$ cat config.mk
export PLATFORM = sky130hd
export DESIGN_NAME = http_url_parser_top
export DESIGN_NICKNAME = d
export VERILOG_FILES = /design/src/hdl/hup_pkg.sv /design/src/hdl/http_url_parser_top.sv
export SDC_FILE = /design/constraint.sdc
export NUM_CORES = 1
export LEC_CHECK = 0
export BUFFER_PORTS_ARGS = -buffer_cell sky130_fd_sc_hd__buf_4
export CAP_MARGIN = 20
export CORE_MARGIN = 3
export CORE_UTILIZATION = 30
export CTS_BUF_LIST = sky130_fd_sc_hd__clkbuf_16
export DETAILED_ROUTE_END_ITERATION = 10
export MAX_ROUTING_LAYER = met4
export SYNTH_ARGS = -nofsm -noshare
export SYNTH_HDL_FRONTEND = slang
export SYNTH_SLANG_ARGS = --single-unit
$ cat constraint.sdc
create_clock -name i_clk -period 4.75 [get_ports i_clk]
set_input_delay 0 -clock i_clk [delete_from_list [all_inputs] [get_ports i_clk]]
set_output_delay 0 -clock i_clk [all_outputs]
set_load 0.01 [all_outputs]
$ cat src/hdl/hup_pkg.sv
// Package for the HTTP URL parser: beat types, byte class codes and constants.
// No dependencies; imported by http_url_parser_top.
package hup_pkg;

    typedef struct packed {
        logic [7:0] in_byte;
        logic       in_last;
    } t_in_beat;

    typedef struct packed {
        logic [7:0]  out_byte;
        logic [2:0]  byte_class;
        logic        out_last;
        logic        url_valid;
        logic [15:0] port_number;
        logic        uses_tls;
        logic        target_needs_slash;
    } t_out_beat;

    localparam logic [2:0] CLS_SCHEME = 3'd0;
    localparam logic [2:0] CLS_SEP    = 3'd1;
    localparam logic [2:0] CLS_HOST   = 3'd2;
    localparam logic [2:0] CLS_DELIM  = 3'd3;
    localparam logic [2:0] CLS_PORT   = 3'd4;
    localparam logic [2:0] CLS_TARGET = 3'd5;
    localparam logic [2:0] CLS_DROP   = 3'd6;

    localparam logic [16:0] PORT_MAX  = 17'd65535;
    localparam logic [16:0] PORT_SAT  = 17'd65536;
    localparam logic [15:0] PORT_HTTP = 16'd80;
    localparam logic [15:0] PORT_TLS  = 16'd443;
    localparam logic [2:0]  DIGIT_SAT = 3'd6;
    localparam logic [7:0]  CTRL_LIMIT = 8'h20;
    localparam logic [7:0]  CTRL_DEL   = 8'h7f;
    localparam logic [7:0]  CASE_OFFS  = 8'h20;

    function automatic logic port_ok(input logic [16:0] accum, input logic [2:0] count);
        return (count >= 3'd1) && (count <= 3'd5) && (accum != 17'd0) && (accum <= PORT_MAX);
    endfunction

endpackage

$ cat src/hdl/http_url_parser_top.sv
// HTTP URL parser top level: tags each URL byte and gives the verdict on the last beat.
// Depends on hup_pkg.
// The result beat is registered: it appears in the cycle after its input beat is accepted.
// Throughput: one beat per cycle while the output is taken; the parse state and the result register update together.
// The input is ready whenever the result register is empty or is being taken.
// Reset (synchronous, active low) empties the result register and returns the parse state
// to the first scheme letter; the state also returns there after every last beat.
module http_url_parser_top (
    input  logic              i_clk,
    input  logic              i_rst_n,
    input  logic              i_in_valid,
    output logic              o_in_ready,
    input  hup_pkg::t_in_beat i_in_beat,
    output logic              o_out_valid,
    input  logic              i_out_ready,
    output hup_pkg::t_out_beat o_out_beat
);
    import hup_pkg::*;

    localparam logic [3:0] PH_H     = 4'd0;
    localparam logic [3:0] PH_T1    = 4'd1;
    localparam logic [3:0] PH_T2    = 4'd2;
    localparam logic [3:0] PH_P     = 4'd3;
    localparam logic [3:0] PH_SC    = 4'd4;
    localparam logic [3:0] PH_C     = 4'd5;
    localparam logic [3:0] PH_SL1   = 4'd6;
    localparam logic [3:0] PH_SL2   = 4'd7;
    localparam logic [3:0] PH_AST   = 4'd8;
    localparam logic [3:0] PH_HOST  = 4'd9;
    localparam logic [3:0] PH_BHOST = 4'd10;
    localparam logic [3:0] PH_ABRK  = 4'd11;
    localparam logic [3:0] PH_PORT  = 4'd12;
    localparam logic [3:0] PH_TGT   = 4'd13;
    localparam logic [3:0] PH_FRAG  = 4'd14;
    localparam logic [3:0] PH_SINK  = 4'd15;

    logic [3:0]  r_phase, n_phase;
    logic [16:0] r_acc, n_acc;
    logic [2:0]  r_cnt, n_cnt;
    logic        r_host, n_host;
    logic        r_err, n_err;
    logic        r_tls, n_tls;
    logic        r_tgt, n_tgt;
    logic        r_slash, n_slash;
    logic        r_out_valid;
    t_out_beat   r_out, n_out;

    logic        in_fire;
    logic [7:0]  b;
    logic [7:0]  lc;
    logic        term;
    logic        go_tgt;
    logic [2:0]  cls;
    logic [20:0] prod;

    assign o_in_ready  = !r_out_valid || i_out_ready;
    assign in_fire     = i_in_valid && o_in_ready;
    assign o_out_valid = r_out_valid;
    assign o_out_beat  = r_out;

    assign b    = i_in_beat.in_byte;
    assign lc   = (b >= "A" && b <= "Z") ? b + CASE_OFFS : b;
    assign term = (b == "/") || (b == "?") || (b == "#");
    assign prod = {4'd0, r_acc} * 21'd10 + {13'd0, b - "0"};

    always_comb begin
        n_phase = r_phase;
        n_acc   = r_acc;
        n_cnt   = r_cnt;
        n_host  = r_host;
        n_err   = r_err;
        n_tls   = r_tls;
        n_tgt   = r_tgt;
        n_slash = r_slash;
        go_tgt  = 1'b0;
        cls     = CLS_SCHEME;
        n_out   = '0;

        if (b < CTRL_LIMIT || b == CTRL_DEL) begin
            n_err = 1'b1;
        end

        unique case (r_phase)
            PH_H, PH_T1, PH_T2, PH_P: begin
                cls = CLS_SCHEME;
                if ((r_phase == PH_H && lc == "h") || (r_phase == PH_T1 && lc == "t") ||
                    (r_phase == PH_T2 && lc == "t") || (r_phase == PH_P && lc == "p")) begin
                    n_phase = r_phase + 4'd1;
                end else begin
                    n_err   = 1'b1;
                    n_phase = PH_SINK;
                end
            end
            PH_SC: begin
                if (lc == "s") begin
                    n_tls   = 1'b1;
                    n_phase = PH_C;
                    cls     = CLS_SCHEME;
                end else if (b == ":") begin
                    n_phase = PH_SL1;
                    cls     = CLS_SEP;
                end else begin
                    n_err   = 1'b1;
                    n_phase = PH_SINK;
                    cls     = CLS_SCHEME;
                end
            end
            PH_C, PH_SL1, PH_SL2: begin
                cls = CLS_SEP;
                if ((r_phase == PH_C && b == ":") || (r_phase != PH_C && b == "/")) begin
                    n_phase = r_phase + 4'd1;
                end else begin
                    n_err   = 1'b1;
                    n_phase = PH_SINK;
                end
            end
            PH_AST: begin
                if (term) begin
                    n_err  = 1'b1;
                    go_tgt = 1'b1;
                end else if (b == "[") begin
                    n_phase = PH_BHOST;
                    cls     = CLS_DELIM;
                end else if (b == ":") begin
                    n_err   = 1'b1;
                    n_phase = PH_PORT;
                    cls     = CLS_DELIM;
                end else begin
                    if (b == "@") begin
                        n_err = 1'b1;
                    end
                    n_host  = 1'b1;
                    n_phase = PH_HOST;
                    cls     = CLS_HOST;
                end
            end
            PH_HOST: begin
                if (term) begin
                    go_tgt = 1'b1;
                end else if (b == ":") begin
                    n_phase = PH_PORT;
                    cls     = CLS_DELIM;
                end else begin
                    if (b == "@") begin
                        n_err = 1'b1;
                    end
                    cls = CLS_HOST;
                end
            end
            PH_BHOST: begin
                if (term) begin
                    n_err  = 1'b1;
                    go_tgt = 1'b1;
                end else if (b == "]") begin
                    if (!r_host) begin
                        n_err = 1'b1;
                    end
                    n_phase = PH_ABRK;
                    cls     = CLS_DELIM;
                end else begin
                    if (b == "@") begin
                        n_err = 1'b1;
                    end
                    n_host = 1'b1;
                    cls    = CLS_HOST;
                end
            end
            PH_ABRK: begin
                if (term) begin
                    go_tgt = 1'b1;
                end else if (b == ":") begin
                    n_phase = PH_PORT;
                    cls     = CLS_DELIM;
                end else begin
                    n_err = 1'b1;
                    cls   = CLS_DELIM;
                end
            end
            PH_PORT: begin
                if (term) begin
                    if (!port_ok(r_acc, r_cnt)) begin
                        n_err = 1'b1;
                    end
                    go_tgt = 1'b1;
                end else if (b >= "0" && b <= "9") begin
                    n_acc = (prod > {4'd0, PORT_MAX}) ? PORT_SAT : prod[16:0];
                    if (r_cnt < DIGIT_SAT) begin
                        n_cnt = r_cnt + 3'd1;
                    end
                    cls = CLS_PORT;
                end else begin
                    n_err = 1'b1;
                    cls   = (b == ":") ? CLS_DELIM : CLS_PORT;
                end
            end
            PH_TGT: begin
                cls = CLS_TARGET;
                if (b == "#") begin
                    go_tgt = 1'b1;
                end
            end
            default: begin
                cls = CLS_DROP;
            end
        endcase

        if (go_tgt) begin
            if (b == "#") begin
                n_phase = PH_FRAG;
                cls     = CLS_DROP;
            end else begin
                n_phase = PH_TGT;
                cls     = CLS_TARGET;
                if (!r_tgt) begin
                    n_tgt   = 1'b1;
                    n_slash = (b == "?");
                end
            end
        end

        n_out.out_byte   = b;
        n_out.byte_class = cls;
        n_out.out_last   = i_in_beat.in_last;

        if (i_in_beat.in_last) begin
            if (n_phase <= PH_SL2 || n_phase == PH_SINK || n_phase == PH_AST ||
                n_phase == PH_BHOST) begin
                n_err = 1'b1;
            end
            if (n_phase == PH_PORT && !port_ok(n_acc, n_cnt)) begin
                n_err = 1'b1;
            end
            n_out.url_valid = !n_err;
            if (!n_err) begin
                n_out.port_number        = (n_cnt != 3'd0) ? n_acc[15:0] :
                                           (n_tls ? PORT_TLS : PORT_HTTP);
                n_out.uses_tls           = n_tls;
                n_out.target_needs_slash = n_slash;
            end
            n_phase = PH_H;
            n_acc   = '0;
            n_cnt   = '0;
            n_host  = 1'b0;
            n_err   = 1'b0;
            n_tls   = 1'b0;
            n_tgt   = 1'b0;
            n_slash = 1'b1;
        end
    end

    always_ff @(posedge i_clk) begin
        if (!i_rst_n) begin
            r_phase     <= PH_H;
            r_acc       <= '0;
            r_cnt       <= '0;
            r_host      <= 1'b0;
            r_err       <= 1'b0;
            r_tls       <= 1'b0;
            r_tgt       <= 1'b0;
            r_slash     <= 1'b1;
            r_out_valid <= 1'b0;
        end else begin
            if (in_fire) begin
                r_phase <= n_phase;
                r_acc   <= n_acc;
                r_cnt   <= n_cnt;
                r_host  <= n_host;
                r_err   <= n_err;
                r_tls   <= n_tls;
                r_tgt   <= n_tgt;
                r_slash <= n_slash;
            end
            if (in_fire) begin
                r_out_valid <= 1'b1;
            end else if (i_out_ready) begin
                r_out_valid <= 1'b0;
            end
        end
    end

    always_ff @(posedge i_clk) begin
        if (in_fire) begin
            r_out <= n_out;
        end
    end

    a_last_resets_phase: assert property (@(posedge i_clk) disable iff (!i_rst_n)
        in_fire && i_in_beat.in_last |=> r_phase == PH_H && r_cnt == 3'd0)
        else $error("parse state not cleared after last beat");

    a_valid_only_on_last: assert property (@(posedge i_clk) disable iff (!i_rst_n)
        o_out_valid && o_out_beat.url_valid |-> o_out_beat.out_last)
        else $error("verdict on a beat that is not last");

    a_valid_port_nonzero: assert property (@(posedge i_clk) disable iff (!i_rst_n)
        o_out_valid && o_out_beat.url_valid |-> o_out_beat.port_number != 16'd0)
        else $error("accepted URL with port zero");

    a_port_bounds: assert property (@(posedge i_clk) disable iff (!i_rst_n)
        r_acc <= PORT_SAT && r_cnt <= DIGIT_SAT)
        else $error("port accumulator beyond saturation");

    a_count_tracks_accum: assert property (@(posedge i_clk) disable iff (!i_rst_n)
        r_cnt == 3'd0 |-> r_acc == 17'd0)
        else $error("port value without digits");

endmodule
Word level (Yosys, flattened, before mapping)

Cells that the tools add are included.

Flip-flop bits (word level): 61
Latch bits: 0
RAM bits: 0
Memory bits (read-only): 0
Input port bits: 13
Word-level logic and storage cells: 205
Memories kept: 0

Add/sub/neg operators: 5
Multipliers: 1
Div/mod/pow operators: 0
Order comparisons: 14
Equal/unequal tests: 36
Shifts and indexed selects: 0
Multiplexer cells: 88
Bitwise gates (word level): 1
Reductions and logical operators: 44

Operators by type and width:

| operator              | count |
|---|---|
| $mux 17               | 5 |
| $eq 8x7->1 const B    | 8 |
| $mux 1                | 47 |
| $mux 4                | 11 |
| $eq 4x4->1 const B    | 10 |
| $mux 3                | 12 |
| $le 17x16->1 const B  | 2 |
| $reduce_bool 17->1    | 2 |
| $eq 8x6->1 const B    | 4 |
| $pmux 3 s9            | 1 |
| $pmux 4 s6            | 1 |
| $add 21x8->21         | 1 |
| $gt 21x16->1 const B  | 1 |
| $mul 17x3->20 const B | 1 |
| $eq 4x3->1 const B    | 4 |
| $logic_and 1x1->1     | 16 |
| $mux 16               | 1 |
| $ne 3x3->1 const B    | 5 |
| $logic_or 1x1->1      | 11 |
| $mux 2                | 5 |
| $mux 9                | 1 |
| $add 8x6->8 const B   | 1 |
| $eq 4x2->1 const B    | 2 |
| $ge 8x6->1 const B    | 1 |
| 28 further kinds      | 36 |

Longest topological paths before layout

Depth after elaboration: 19
Mapped depth: 16

Worst setup path before layout

OpenSTA, ideal clock, no wires.

Path kind: register -> register
Start: register r_acc[1]
End: register r_out (netlist bit o_out_beat[6]), data pin
Data arrival time: 3.655 ns
Data required time: 4.593 ns
Setup slack: 0.938 ns
Stages on the path, launching flop included: 15
Cell sequence: dfxtp_1 > ha_1 > ha_1 > fa_1 > xor2_1 > ha_1 > o21ai_0 > nor2_1 > o22a_1 > and4_1 > and4_1 > mux2_4 > nor3_1 > a221oi_1 > nor3_1

Longest elaborated chain between the ends: 15

RTL lines:

| item                                                   | RTL line                   | text |
|---|---|---|
| start: declaration                                     | http_url_parser_top.sv:38  | `logic [16:0] r_acc, n_acc;` |
| start signal: assignment                               | http_url_parser_top.sv:265 | `r_acc <= n_acc;` |
| branches (longest 15 deep; another with $add 21x8->21) | n/a                        |  |
| end signal: assignment                                 | http_url_parser_top.sv:283 | `r_out <= n_out;` |
| end: declaration                                       | http_url_parser_top.sv:46  | `t_out_beat r_out, n_out;` |

Several ways; the timed one is not identified. The select of a mux whose other input is x is not followed.
A chain may end at the register's enable or synchronous reset.

Final worst setup path

Start: register r_acc[7]
End: register r_out (netlist bit o_out_beat[0]), data pin

Longest elaborated chain between the ends: 15

RTL lines:

| item                                                   | RTL line                   | text |
|---|---|---|
| branches (longest 12 deep; another with $add 21x8->21) | n/a                        |  |
| $mux 1 *                                               | http_url_parser_top.sv:230 | `if (n_phase == PH_PORT && !port_ok(n_acc, n_cnt)) begin` |
| $mux 1 *                                               | http_url_parser_top.sv:225 | `if (i_in_beat.in_last) begin` |
| $reduce_or 2->1 (no source line) *                     | n/a                        |  |

Mark *: on every way between the ends. The select of a mux whose other input is x is not followed.

==> impl_metrics.py <==
metrics = {
    "power_and_ir_drop": {
        "p_leak_uw": 0.00250,
        "p_per_area_nw_per_um2": 231,
        "power.total_uw": 1470,
        "peakVddDrop_uv": 191,
    },
    "synthesis": {
        "synth_area_leaders": "edfxtp_1, ha_1, dfxtp_1",
        "async_flop_share": 0,
        "synth_commonest_cells": "ha_1, a21oi_1, nor2_1, nand2_1",
        "synth-seq-area-share": 0.283,
        "syn-instance-count": 621,
        "synth.most_common_cell": "ha_1",
        "yosysTopAreaCellShare": 0.172,
        "synth_edf_count": 31,
        "synth_flop_cell": "edfxtp_1",
        "synth.cell_area_um2": 5410,
        "synth_nets": 686,
        "synth_seq_cells": 61,
        "avgSynthCellArea_um2": 8.71,
        "synth_warnings": 0,
        "yosysTopAreaCell": "edfxtp_1",
        "synth.distinct_cells": 80,
    },
    "floorplan": {
        "ioPinCount": 46,
        "core_area_um2": 17500,
        "initial_core_util": 0.310,
        "die_height_um": 140,
        "die_w_um": 140,
        "rows": 48,
        "die_area_um2": 19700,
    },
    "timing": {
        "clock_skew_ps": 6.46,
        "finalSetupViolCount": 0,
        "rsz0062_at_grt": "no",
        "min_period_over_period": 0.897,
        "hold_violations": 0,
        "fmax_mhz": 235,
        "max_slew_margin": 0.508,
        "hold_ws_ps": 36.5,
        "final.min_clock_period_ps": 4260,
        "tns_ps": 0,
        "maxSlewViolCount": 0,
        "worst_pin_slew_ps": 730,
    },
    "global_route": {
        "grt_max_degree": 41,
        "grt_overflow": 0,
        "grt_use_total": 0.161,
        "grt_pass1_wl_mm": 25.2,
        "antenna_found_initial": 0,
        "grt_pass1_vias": 4731,
    },
    "critical_path": {
        "cp-end-kind": "register",
        "crit_required_ps": 4880,
        "slowest_delay_ps": 590,
        "critPathArrivalTime_ps": 4400,
        "path_buf_inv": 1,
        "rrSetupSlack_ps": 490,
        "rr_worst_depth": 12,
        "worstSetupPathType": "reg2reg",
        "start_kind": "register",
        "crit_family": "simple AND/OR/NAND/NOR gates",
        "r2r-end": "o_out_beat[0]",
        "worstReg2RegStart": "r_acc[7]",
        "crit_fanout": 19,
        "crit_chain": "ha_1 > ha_1 > nand2_1 > o21ai_0 > nand2_1 > xnor2_1 > and4_1 > mux2_4 > nor4_2 > nor3_4 > buf_4 > nor4b_1",
        "crit_path_top_delay_cell": "o21ai_0",
    },
    "clock_network": {
        "path_clk_slew_ps": 60,
        "clockBufferDepth": 2,
        "insertion_delay_ps": 340,
        "cts_setup_buffers": 0,
        "ctsRootBufferMaster": "clkbuf_16",
        "cts_tree": "done",
        "htreeDepth": 3,
        "clkSinkCount": 61,
        "cts-buffers-inserted": 9,
    },
    "worst_hold_path": {
        "hold_end": "o_out_beat[25]",
        "hold_path_class": "in2reg",
        "min-delay-start": "i_in_beat[3]",
        "min_path_cells": 1,
    },
    "placed_design": {
        "placed_area_um2": 5980,
        "dp_hpwl_mm": 11.5,
        "place.gp.congestion": 0.921,
        "dp.cells": 874,
        "io_buffers": 45,
    },
    "detailed_routing": {
        "ant_nets": 0,
        "routed_via_density": 5.67,
        "dr.pass1.iters": 5,
        "drc_errors": 0,
        "wl_per_cell_um": 17.0,
        "dr.first_iter.drc_count": 439,
        "totalWireLength_mm": 15.3,
        "num_vias": 5102,
    },
    "cells_and_area": {
        "drive_gt1_frac": 0.139,
        "antenna_cells": 0,
        "area_delta_synth_final_pct": 17.4,
        "fin_cells": 900,
        "final_area_um2": 6350,
        "nNetsFinal": 735,
    },
    "run": {
        "maxCapViolCount": 0,
    },
    "outcome": {
        "outcome": "finished clean",
    },
}
[power by group]
| part | leakage (uW) | switching (uW) | total, uW | internal, uW |
|---|---|---|---|---|
| logic | 0.00181 | 160 | 262 | 102 |
| registers | 0.000552 | 14.5 | 589 | 575 |
| clock network | 0.000136 | 264 | 618 | 354 |
[cells in the final DEF, fill, tap and decap left out, types with 5 or more instances in the layout]
cell and count:
ha_1 50, nand4_1 10, edfxtp_1 31, nor3_1 31, dfxtp_1 30, a22oi_1 24
nand3_1 23, and2_1 5, nor2b_1 31, a211oi_1 11, xnor2_1 15, o21ai_0 29
a21o_1 8, a31oi_1 9, and4_1 8, clkbuf_16 9, a21oi_1 38, o21a_1 6
nor2_1 38, nand2_1 36, a31o_2 5, a221oi_1 8, inv_1 18, o211ai_1 5
dlygate4sd3_1 10, xor2_1 10, buf_4 54, o22ai_1 7, nor4_1 9, a21boi_0 6
[final cells by class]
type	instances	area, um^2
Clock buffer	9	225
Clock inverter	7	48.8
Fill cell	1797	11100
Inverter	19	71.3
Multi-Input combinational cell	515	3690
Sequential cell	61	1530
Tap cell	225	282
Timing Repair Buffer	64	505
[through the flow]
stage          setup WS [ps]   util
3_5_place_dp             540  0.342
6_report                 487  0.363
4_1_cts                  534  0.363
5_1_grt                  159  0.363
2_1_floorplan            938      -
3_3_place_gp             571  0.342
[worst max path at each step]
| stage | from | endpoint | cells past startpoint |
|---|---|---|---|
| after floorplan | r_acc[1] | o_out_beat[6] | 14 |
| after global placement | r_acc[1] | o_out_beat[1] | 13 |
| after detailed placement | r_acc[1] | o_out_beat[7] | 15 |
| after CTS | r_acc[1] | o_out_beat[7] | 15 |
| after global routing | r_acc[9] | o_out_beat[7] | 12 |
| final | r_acc[7] | o_out_beat[0] | 12 |
[routing by layer]
metal	track usage	wire length (um)	share of wire	vias up
li1	-	-	-	2526
met2	0.230	6630	0.43	187
met1	0.230	7380	0.48	2373
met4	0.0433	240	0.016	0
met5	-	0	0	-
met3	0.0318	1070	0.070	16
[logic make-up after synthesis]
family                     count (synthesis)  share of synthesized area
DFF                                       61                      0.283
and+or+nand+nor                          238                      0.256
xor gates and xnor gates                  25                     0.0405
muxes                                      3                    0.00671
adders and majority gates                 52                      0.123
buffers and inverters                     45                     0.0356
AOI/OAI and AO/OA                        197                      0.255
[sequential cells by signal, indices dropped and copies added (netlist names), 3 cells and up]
signal      cells
o_out_beat     31
r_acc          17
r_cnt           3
r_phase         4
[what timing repair did]
action                    in CTS  in global routing
hold buffers                  10                  0
hold endpoints to repair      10                  0
resized for setup              0                  0
Note: power is estimated with default switching activity, not from simulation.
